==> src/hw/rtl/lbs_pkg.sv <==
// shared types and constants for the bounded lifo stack
package lbs_pkg;

    localparam int STACK_DEPTH = 64;
    localparam int CNT_W       = 7;
    localparam int WORD_W      = 32;
    localparam int GROUP       = 8;
    localparam int NUM_GROUPS  = STACK_DEPTH / GROUP;

    typedef logic signed [WORD_W-1:0] word_t;
    typedef logic [CNT_W-1:0]         cnt_t;

    typedef enum logic [1:0] {
        KIND_PUSH   = 2'd0,
        KIND_POP    = 2'd1,
        KIND_PEEK   = 2'd2,
        KIND_BOTTOM = 2'd3
    } kind_t;

    typedef enum logic [1:0] {
        ST_OK        = 2'd0,
        ST_OVERFLOW  = 2'd1,
        ST_UNDERFLOW = 2'd2,
        ST_BADPOS    = 2'd3
    } status_t;

    // shift command broadcast to every cell
    typedef struct packed {
        logic push;
        logic pop;
    } shift_t;

    localparam word_t ERR_WORD = -32'sd1;

endpackage

==> src/hw/rtl/lbs_cell.sv <==
// one stack cell: holds one entry and shifts with its neighbors
module lbs_cell (
    input  logic           aclk,
    input  lbs_pkg::shift_t shift,
    input  lbs_pkg::word_t from_above,
    input  lbs_pkg::word_t from_below,
    input  logic           sel,
    output lbs_pkg::word_t entry,
    output lbs_pkg::word_t tap
);
    import lbs_pkg::*;

    word_t entry_reg;
    word_t entry_next;

    // push moves everything one place deeper, pop one place up
    always_comb begin
        entry_next = entry_reg;
        if (shift.push) begin
            entry_next = from_above;
        end else if (shift.pop) begin
            entry_next = from_below;
        end
    end

    always_ff @(posedge aclk) begin
        entry_reg <= entry_next;
    end

    assign entry = entry_reg;
    // gated copy for the peek or-tree
    assign tap   = sel ? entry_reg : '0;

endmodule

==> src/hw/rtl/bounded_lifo_stack_unit.sv <==
// top level of the bounded lifo stack: cell row, control and result register
//
// A bounded LIFO stack of signed 32-bit words built as a row of STACK_DEPTH
// cells. Cell 0 always holds the top entry: a push shifts every cell one
// place deeper, a pop shifts every cell one place up, so push and pop touch
// no address logic. A peek at position p selects cell p-1 through a gated
// or-tree that is registered once after the groups of eight cells; the
// bottom entry is kept in a register of its own. Every request gives one
// result: it passes the s1 stage register (for a peek, the peek tree
// register) and then the output register. A new request is taken once
// the previous one has left the tree stage, and the output register lets
// a new request in while a finished result still waits. The capacity
// register (reset 64) is written through the cfg channel; the user must
// do so only while the block is idle, the block does not enforce it;
// 0 acts as 1, and values above the depth act as the depth. Errors return
// -1 with overflow, underflow or bad-position status.
module bounded_lifo_stack_unit (
    input  logic             aclk,
    input  logic             aresetn,
    // capacity write channel
    input  logic             cfg_valid,
    output logic             cfg_ready,
    input  lbs_pkg::cnt_t    cfg_data,
    // request channel
    input  logic             s_valid,
    output logic             s_ready,
    input  lbs_pkg::kind_t   s_kind,
    input  lbs_pkg::word_t   s_push_value,
    input  lbs_pkg::cnt_t    s_position,
    // result channel
    output logic             m_valid,
    input  logic             m_ready,
    output lbs_pkg::word_t   m_data,
    output lbs_pkg::status_t m_status,
    output lbs_pkg::cnt_t    m_occupancy,
    output logic             m_empty_flag,
    output logic             m_full_flag
);
    import lbs_pkg::*;

    // control state
    cnt_t    cap_reg,   cap_next;
    cnt_t    count_reg, count_next;
    logic    s1_valid_reg, s1_valid_next;
    logic    m_valid_reg,  m_valid_next;

    // payload state
    word_t   bottom_reg,  bottom_next;
    status_t s1_status_reg, s1_status_next;
    logic    s1_tree_reg,   s1_tree_next;
    word_t   s1_word_reg,   s1_word_next;
    word_t   grp_reg [NUM_GROUPS];
    word_t   grp_next [NUM_GROUPS];
    word_t   m_data_reg,  m_data_next;
    status_t m_status_reg, m_status_next;
    cnt_t    m_occ_reg,   m_occ_next;
    logic    m_empty_reg, m_empty_next;
    logic    m_full_reg,  m_full_next;

    // cell row
    shift_t  shift;
    word_t   cell_entry [STACK_DEPTH];
    word_t   cell_tap   [STACK_DEPTH];
    logic    cell_sel   [STACK_DEPTH];

    logic    req_acc;
    logic    out_load;
    cnt_t    eff_cap;
    logic    full_now;
    logic    empty_now;
    word_t   tree_word;
    word_t   s1_result;

    // cfg always taken; the user must make writes arrive only while idle, the block does not enforce it
    assign cfg_ready = 1'b1;
    assign s_ready   = !s1_valid_reg;
    assign req_acc   = s_valid && s_ready;
    assign out_load  = s1_valid_reg && (!m_valid_reg || m_ready);

    // clamp capacity into 1..depth
    always_comb begin
        eff_cap = cap_reg;
        if (cap_reg == '0) begin
            eff_cap = CNT_W'(1);
        end else if (cap_reg > CNT_W'(STACK_DEPTH)) begin
            eff_cap = CNT_W'(STACK_DEPTH);
        end
    end

    assign full_now  = (count_reg >= eff_cap);
    assign empty_now = (count_reg == '0);

    // cells: peek select compares the request position to the cell index
    for (genvar i = 0; i < STACK_DEPTH; i++) begin : g_cell
        word_t above;
        word_t below;
        if (i == 0) begin : g_top
            assign above = s_push_value;
        end else begin : g_mid_a
            assign above = cell_entry[i-1];
        end
        if (i == STACK_DEPTH - 1) begin : g_last
            assign below = '0;
        end else begin : g_mid_b
            assign below = cell_entry[i+1];
        end
        assign cell_sel[i] = (s_position == CNT_W'(i + 1));

        lbs_cell u_cell (
            .aclk       (aclk),
            .shift      (shift),
            .from_above (above),
            .from_below (below),
            .sel        (cell_sel[i]),
            .entry      (cell_entry[i]),
            .tap        (cell_tap[i])
        );
    end

    // first level of the peek tree: or of each group of eight taps
    always_comb begin
        for (int g = 0; g < NUM_GROUPS; g++) begin
            grp_next[g] = '0;
            for (int k = 0; k < GROUP; k++) begin
                grp_next[g] = grp_next[g] | cell_tap[g*GROUP + k];
            end
        end
    end

    // second level, from registered groups
    always_comb begin
        tree_word = '0;
        for (int g = 0; g < NUM_GROUPS; g++) begin
            tree_word = tree_word | grp_reg[g];
        end
    end

    // request decode: shift command, new count, status and early data
    always_comb begin
        shift          = '0;
        count_next     = count_reg;
        bottom_next    = bottom_reg;
        s1_valid_next  = s1_valid_reg;
        s1_status_next = s1_status_reg;
        s1_tree_next   = s1_tree_reg;
        s1_word_next   = s1_word_reg;
        cap_next       = cap_reg;

        if (cfg_valid && cfg_ready) begin
            cap_next = cfg_data;
        end

        if (out_load) begin
            s1_valid_next = 1'b0;
        end

        if (req_acc) begin
            s1_valid_next  = 1'b1;
            s1_status_next = ST_OK;
            s1_tree_next   = 1'b0;
            s1_word_next   = ERR_WORD;
            case (s_kind)
                KIND_PUSH: begin
                    if (full_now) begin
                        s1_status_next = ST_OVERFLOW;
                    end else begin
                        shift.push   = 1'b1;
                        count_next   = count_reg + CNT_W'(1);
                        s1_word_next = '0;
                        // first entry is also the bottom
                        if (empty_now) begin
                            bottom_next = s_push_value;
                        end
                    end
                end
                KIND_POP: begin
                    if (empty_now) begin
                        s1_status_next = ST_UNDERFLOW;
                    end else begin
                        shift.pop    = 1'b1;
                        count_next   = count_reg - CNT_W'(1);
                        s1_word_next = cell_entry[0];
                    end
                end
                KIND_PEEK: begin
                    if (s_position == '0 || s_position > count_reg) begin
                        s1_status_next = ST_BADPOS;
                    end else begin
                        s1_tree_next = 1'b1;
                    end
                end
                KIND_BOTTOM: begin
                    if (empty_now) begin
                        s1_status_next = ST_UNDERFLOW;
                    end else begin
                        s1_word_next = bottom_reg;
                    end
                end
                default: begin
                    s1_status_next = ST_UNDERFLOW;
                end
            endcase
        end
    end

    // result word: error word wins, then tree or early data
    always_comb begin
        if (s1_status_reg != ST_OK) begin
            s1_result = ERR_WORD;
        end else if (s1_tree_reg) begin
            s1_result = tree_word;
        end else begin
            s1_result = s1_word_reg;
        end
    end

    // output register; count already holds the post-request value here
    always_comb begin
        m_valid_next  = m_valid_reg;
        m_data_next   = m_data_reg;
        m_status_next = m_status_reg;
        m_occ_next    = m_occ_reg;
        m_empty_next  = m_empty_reg;
        m_full_next   = m_full_reg;
        if (m_valid_reg && m_ready) begin
            m_valid_next = 1'b0;
        end
        if (out_load) begin
            m_valid_next  = 1'b1;
            m_data_next   = s1_result;
            m_status_next = s1_status_reg;
            m_occ_next    = count_reg;
            m_empty_next  = empty_now;
            m_full_next   = full_now;
        end
    end

    // control registers
    always_ff @(posedge aclk) begin
        if (!aresetn) begin
            cap_reg      <= CNT_W'(STACK_DEPTH);
            count_reg    <= '0;
            s1_valid_reg <= 1'b0;
            m_valid_reg  <= 1'b0;
        end else begin
            cap_reg      <= cap_next;
            count_reg    <= count_next;
            s1_valid_reg <= s1_valid_next;
            m_valid_reg  <= m_valid_next;
        end
    end

    // payload registers
    always_ff @(posedge aclk) begin
        bottom_reg    <= bottom_next;
        s1_status_reg <= s1_status_next;
        s1_tree_reg   <= s1_tree_next;
        s1_word_reg   <= s1_word_next;
        if (req_acc) begin
            for (int g = 0; g < NUM_GROUPS; g++) begin
                grp_reg[g] <= grp_next[g];
            end
        end
        m_data_reg    <= m_data_next;
        m_status_reg  <= m_status_next;
        m_occ_reg     <= m_occ_next;
        m_empty_reg   <= m_empty_next;
        m_full_reg    <= m_full_next;
    end

    assign m_valid      = m_valid_reg;
    assign m_data       = m_data_reg;
    assign m_status     = m_status_reg;
    assign m_occupancy  = m_occ_reg;
    assign m_empty_flag = m_empty_reg;
    assign m_full_flag  = m_full_reg;

    // count never runs past the built depth
    a_count_bound: assert property (@(posedge aclk) disable iff (!aresetn)
        count_reg <= CNT_W'(STACK_DEPTH))
        else $error("stack count above depth");

    // a push that is not refused grows the stack by one
    a_push_grows: assert property (@(posedge aclk) disable iff (!aresetn)
        req_acc && s_kind == KIND_PUSH && !full_now
        |=> count_reg == $past(count_reg) + CNT_W'(1))
        else $error("push did not grow the stack");

    // overflow is only reported on a full stack
    a_ovf_full: assert property (@(posedge aclk) disable iff (!aresetn)
        m_valid_reg && m_status_reg == ST_OVERFLOW |-> m_full_reg)
        else $error("overflow without full flag");

    // underflow is only reported on an empty stack
    a_unf_empty: assert property (@(posedge aclk) disable iff (!aresetn)
        m_valid_reg && m_status_reg == ST_UNDERFLOW |-> m_empty_reg)
        else $error("underflow without empty flag");

endmodule
==> config.mk <==
export PLATFORM = sky130hd
export DESIGN_NAME = bounded_lifo_stack_unit
export DESIGN_NICKNAME = d
export VERILOG_FILES = /design/src/hw/rtl/lbs_pkg.sv /design/src/hw/rtl/lbs_cell.sv /design/src/hw/rtl/bounded_lifo_stack_unit.sv
export SDC_FILE = /design/constraint.sdc
export NUM_CORES = 2
export LEC_CHECK = 0
export ABC_CLOCK_PERIOD_IN_PS = 183800
export CELL_PAD_IN_SITES_DETAIL_PLACEMENT = 0
export CELL_PAD_IN_SITES_GLOBAL_PLACEMENT = 2
export CORE_MARGIN = 1.5
export CORE_UTILIZATION = 46
export DETAILED_ROUTE_END_ITERATION = 12
export DONT_BUFFER_PORTS = 1
export MAX_ROUTING_LAYER = met4
export PLACE_DENSITY_LB_ADDON = 0.1
export SYNTH_ARGS = -nofsm -noshare
export SYNTH_HDL_FRONTEND = slang
export SYNTH_SLANG_ARGS = --single-unit
==> constraint.sdc <==
create_clock -name aclk -period 183.8 [get_ports aclk]
set_input_delay 27.57 -clock aclk [delete_from_list [all_inputs] [get_ports aclk]]
set_output_delay 27.57 -clock aclk [all_outputs]
set_load 0.03 [all_outputs]
After elaboration in Yosys (flattened, before gate mapping)

Memory sizes are Yosys's and may differ from the RTL's.
Index checks and enable logic that the tools add are counted.

$add $sub $neg: 2
Equality and inequality tests: 69
Mux-type cells: 218
Bitwise gates (word level): 64
Reduce and logical (&&, ||, !) cells: 19
Order comparisons: 3

Operator list:

| cell                                                               | number |
|---|---|
| 32-bit two-way mux                                                 | 196 |
| 32-bit OR                                                          | 63 |
| 7-bit by 6-bit == test with 1-bit output, second input constant    | 32 |
| 7-bit by 5-bit == test with 1-bit output, second input constant    | 16 |
| 32-bit one-hot mux with 3 select lines                             | 1 |
| 7-bit by 4-bit == test with 1-bit output, second input constant    | 8 |
| 7-bit by 3-bit == test with 1-bit output, second input constant    | 4 |
| 7-bit two-way mux                                                  | 4 |
| 7-bit logical NOT                                                  | 3 |
| 7-bit by 2-bit == test with 1-bit output, second input constant    | 2 |
| 7-bit one-hot mux with 2 select lines                              | 1 |
| 1-bit two-way mux                                                  | 12 |
| 2-bit nonzero test                                                 | 5 |
| 4-bit AND reduction                                                | 2 |
| 7-bit by 1-bit adder with 7-bit output, second input constant      | 1 |
| 7-bit by 1-bit == test with 1-bit output, second input constant    | 1 |
| 7-bit == test, second input constant                               | 1 |
| 7-bit >= comparator                                                | 1 |
| 7-bit > comparator                                                 | 1 |
| 7-bit > comparator, second input constant                          | 1 |
| 7-bit by 1-bit subtractor with 7-bit output, second input constant | 1 |
| 2-bit two-way mux                                                  | 3 |
| 2-bit one-hot mux with 3 select lines                              | 1 |
| 2-bit == test, second input constant                               | 2 |
| 8 further kinds                                                    | 13 |

Bits of input ports: 53
Logic and storage cells: 453
Bits in registers: 2174
Output and inout port bits: 46
Memories: 1
RAM bits: 256

Memory list:

| memory  | depth | bits a word | read ports | clocked after Yosys merged registers in | write ports | RTL line                      | source |
|---|---|---|---|---|---|---|---|
| grp_reg | 8     | 32          | 8          | 0                                       | 8           | bounded_lifo_stack_unit.sv:52 | `word_t grp_reg [NUM_GROUPS];` |

Logic depth before layout (Yosys ltp)

Depth in word-level cells: 9
Mapped depth: 15
Gate-level depth less buffers: 10

Cells and area by module

Synthesis repeated with hierarchy kept, for this count alone.

Cell total of the unflattened synthesis: 8286
Area, all modules: 128326.8 um2

Modules (own cells, without submodules):

| module                  | area each (um2) | instances | cells each | seq. area each (um2) |
|---|---|---|---|---|
| lbs_cell                | 1719.1          | 64        | 104        | 960.9 |
| bounded_lifo_stack_unit | 18301.3         | 1         | 1630       | 11310.8 |

Worst setup path after synthesis

OpenSTA, ideal clock, no wires.

Path kind: input port to flip-flop
Start: input s_kind[1]
End: register count_reg[2]
Data required time: 183617 ps
Setup time: 183 ps
Stages on the path: 4
Path buffers: 1
Path slack: 89581 ps
Arrival time: 94036 ps
Path through: buf_1 > o41ai_4 > mux2i_1 > and2_1

Cells in the longest elaborated chain, start to end: 3
Elaborated cells on any way between the ends: 7
Classes of those cells: 3 x eq/ne; 1 x mux; 3 x reduce/logical

Ends and longest elaborated chain:

| what                                                                          | RTL line                       | source |
|---|---|---|
| start: declaration                                                            | bounded_lifo_stack_unit.sv:27  | `input lbs_pkg::kind_t s_kind,` |
| 2-bit by 1-bit == test with 1-bit output or 2-bit logical NOT (tied branches) | bounded_lifo_stack_unit.sv:162 | `case (s_kind)` |
| 2-bit != test (no line) or 2-bit nonzero test (tied branches)                 | n/a                            |  |
| 4-bit AND reduction (no line)                                                 | n/a                            |  |
| end signal: assignment                                                        | bounded_lifo_stack_unit.sv:247 | `count_reg <= count_next;` |
| end: declaration                                                              | bounded_lifo_stack_unit.sv:43  | `cnt_t count_reg, count_next;` |

Parallel ways exist; a longest one is shown, timed or not.
A chain may end at the register's enable or synchronous reset.

Worst setup path after layout

Start: input s_valid
End: register g_cell[54].u_cell.entry_reg[23], enable pin

Cells in the longest elaborated chain, start to end: 3

Ends and longest elaborated chain:

| what                         | RTL line                       | source |
|---|---|---|
| start: declaration           | bounded_lifo_stack_unit.sv:25  | `input logic s_valid,` |
| 1-bit logical AND            | bounded_lifo_stack_unit.sv:77  | `assign req_acc = s_valid && s_ready;` |
| net req_acc                  | bounded_lifo_stack_unit.sv:66  | `logic req_acc;` |
| 2-bit two-way mux            | bounded_lifo_stack_unit.sv:157 | `if (req_acc) begin` |
| 2-bit nonzero test (no line) | n/a                            |  |
| end signal: assignment       | lbs_cell.sv:27                 | `entry_reg <= entry_next;` |
| end: declaration             | lbs_cell.sv:13                 | `word_t entry_reg;` |

The timed path passes the listed nets, and every way through them passes these cells.

==> summary.txt <==
Clock tree
  – Hold-fix buffer count after cts: 0
  – Htree depth: 5
  – Clk_lat worst skew: a little over 0.9 ns
  – Cts repair resizes: 0
  – Post-CTS setup-driven buffer insertion count: 0
  – Sink Count: between 2000 and 2500
  – Root Buffer: clkbuf_16
  – Clock-pin slew on the worst setup and hold paths: about 0.060 ns
  – Cts bufs inserted: 292
  – Clock Path Buffers: 4
  – CTS tree: yes

Logic synthesis
  – Register area share after synthesis: roughly 64%
  – Syn Area/Cell: ~10 um^2
  – Distinct cells, synth: 65
  – Ys async rst share: 0%
  – Post-synth EDFFs: around 2400
  – Synth Flop Type: edfxtp_1
  – Register bit total from synthesis: 2430
  – Syn Inst Count: between 10000 and 15000
  – YS warnings: 0
  – Synth Cell Area: 113300 um^2
  – Syn Nets: 11296

STA
  – Final period util: about 18%
  – Hold Vio Cnt, Final: 0
  – Tmin final: around 33 ns
  – Setup tns final: 0 ns
  – Unrepaired setup endpoints after global routing: no
  – Max-slew violation count: 0
  – Final setup fails: 0
  – Final Skew: about 0.055 ns
  – Max-Slew Margin vs Limit: under 10%
  – Peak Freq: 30.15 MHz
  – Least-Margin Pin Slew: 1.426 ns

Route
  – DR iter-0 viols: between 10000 and 15000
  – Avg WL per Cell: 26.38 um
  – Detail Route Antenna Nets: 0
  – Vias: 84957
  – Pre-Repair DR Iteration Count: 9
  – Vias per inst: 5.915
  – Wirelength, routed: 378800 um
  – DR DRC count: 0

Worst setup path
  – CP Capture Type: flip-flop
  – Cells along the critical path: nand2_1 > inv_8 > nand3_1 > o41ai_4 > buf_4 > buf_12 > buf_4 > buf_4 > buf_4 > buf_4
  – Delay-heaviest family, CP: buffers and inverters
  – CP most frequent cell: buf_4
  – CP Max Fanout: approximately 140
  – Crit path launch type: input port
  – Slowest-stage cell, CP: buf_4
  – Max stage delay on crit path: between 0.9 and 1 ns
  – WP data arrival: between 30 and 40 ns
  – Crit path from: s_valid
  – R2R Setup Slk: 176.52 ns
  – Bufs and invs on worst path: 7
  – Reg2reg start: count_reg[0]$_SDFFE_PN0P_
  – WS Path Type: in2reg
  – Worst EP required: 184.31 ns

Run
  – Max-Cap Viols: 0

GRT
  – First-pass GRT wire length: approximately 550000 um
  – Tot GR Track Use: 30.66%
  – Vias in the first global route: 78752
  – Largest net degree at the start of global routing: 218
  – Antenna violations before repair: 25
  – Remaining global-route overflow: 0

Power and ir drop
  – Flop pwr share: about half
  – Pwr dens: 10.59 nW/um^2
  – Switching Share: between 20 and 25%
  – Net switching power: approximately 0.33 mW
  – Leak: approximately 50 nW
  – Clock power share: between 40% and 50%
  – Maximum vdd drop: 0.01057 mV
  – Power Internal: just under 1 mW
  – Total Power: 1.315 mW
  – Gate power share: 8.0%

Layout
  – Area grow syn2layout: 9.678%
  – Util after Layout: 50.63%
  – Max FFs per register: roughly 2000
  – NumNets Final: 11019
  – Share of cells above drive strength 1: approximately 6%

Min path
  – HP Class: reg2reg
  – Hold path startpoint: s1_status_reg[0]$_DFFE_PP_

Floorplan
  – CORE AREA: around 250000 um^2
  – Cell Rows: roughly 180
  – # IOs: approximately 100
  – Chip width: about 500 um
  – Initial core utilization: between 40% and 50%
  – Die area: 249300 um^2
  – Die height: about 500 um

Placed design
  – Placer Congestion: 0.8278
  – Dpl hpwl: 212400 um
  – Number of I/O port buffers: 0

Run status
  – Status: complete, no violations
cells in the mapped netlist, drive strengths merged (59+ instances only):
library cell	instances	area, um^2
a22o	266	2330
buf	466	2366
a31oi	126	788.3
a21oi	81	405.4
a222oi	59	590.6
o21ai	135	679.4
a221oi	173	1515
a22oi	398	2988
mux2i	126	1261
nor4	66	419.2
edfxtp	2414	72490
nand2	6222	23350
clkbuf	279	1047
placed cells by master, fill, tap and decap left out, types with 79 or more instances in the layout:
master,instances
a21oi_1,81
a221oi_1,173
a22o_1,266
a22oi_1,398
a31oi_1,126
buf_4,158
clkbuf_16,299
clkinv_1,79
edfxtp_1,2414
mux2i_1,126
nand2_1,6216
o21ai_0,134
stage by stage:
step	hold slack (ns)	setup WS (ns)	std cells	instance area (um^2)
after floorplan	0.4272	89.58	11223	113300
after global placement	0.4676	149.81	13872	115800
after detailed placement	0.4715	149.70	13872	115800
after CTS	0.4638	150.68	14357	124300
after global routing	0.4721	150.32	14359	124300
final	0.4708	150.63	14363	124300
path summary, 6_finish.rpt:
| kind | endpoint | depth (start not counted) |
|---|---|---|
| worst max-delay path | g_cell[54].u_cell.entry[23]$_DFFE_PP_ | 10 |
| worst min-delay path | m_status[0]$_DFFE_PP_ | 0 |
| worst max register to register | g_cell[42].u_cell.entry[28]$_DFFE_PP_ | 14 |
| worst min register to register | m_status[0]$_DFFE_PP_ | 0 |
cell type report:
class | count | area, um^2
clock buffers | 359 | 7717
well taps | 3220 | 4029
multi-input cells | 8033 | 37410
flip-flops and latches | 2430 | 72810
diodes | 6 | 15.01
fillers | 22470 | 121200
repair buffers | 174 | 1506
clock inverters | 126 | 725.7
inverters | 15 | 63.81
power by group through the flow:
stage	Sequential (mW)	Clock (mW)	Combinational, mW
floorplan	0.752	0	0.0740
global placement	0.689	0	0.103
detailed placement	0.690	0	0.105
CTS	0.678	0.542	0.105
global route	0.682	0.561	0.117
finish	0.679	0.531	0.106
cell families (layout without fill, tap and decap cells):
| family | after synthesis | in the layout | synth area share, % |
|---|---|---|---|
| AND/OR/NAND/NOR | 6524 | 6524 | 22.11 |
| flip-flops | 2430 | 2430 | 64.26 |
| AO/OA/AOI/OAI | 1321 | 1321 | 8.794 |
| buffers and inverters | 760 | 674 | 3.062 |
| multiplexers | 163 | 163 | 1.511 |
| adder cells (fa/ha/maj) | 20 | 20 | 0.2275 |
| XOR/XNOR | 4 | 4 | 0.03092 |
| other | 1 | 7 | 0.003310 |
per-layer routing:
metal / GRT usage (%) / share of wire (%) / up-vias / routed length, um
met2: 44.91 / 45 / 3676 / 168600
li1: - / - / 38299 / -
met1: 45.15 / 45 / 42399 / 170300
met4: 7.617 / 2.6 / 0 / 9739
met3: 3.992 / 8.0 / 583 / 30210
met5: - / 0 / - / 0
Power figures use the tool's default switching activity.
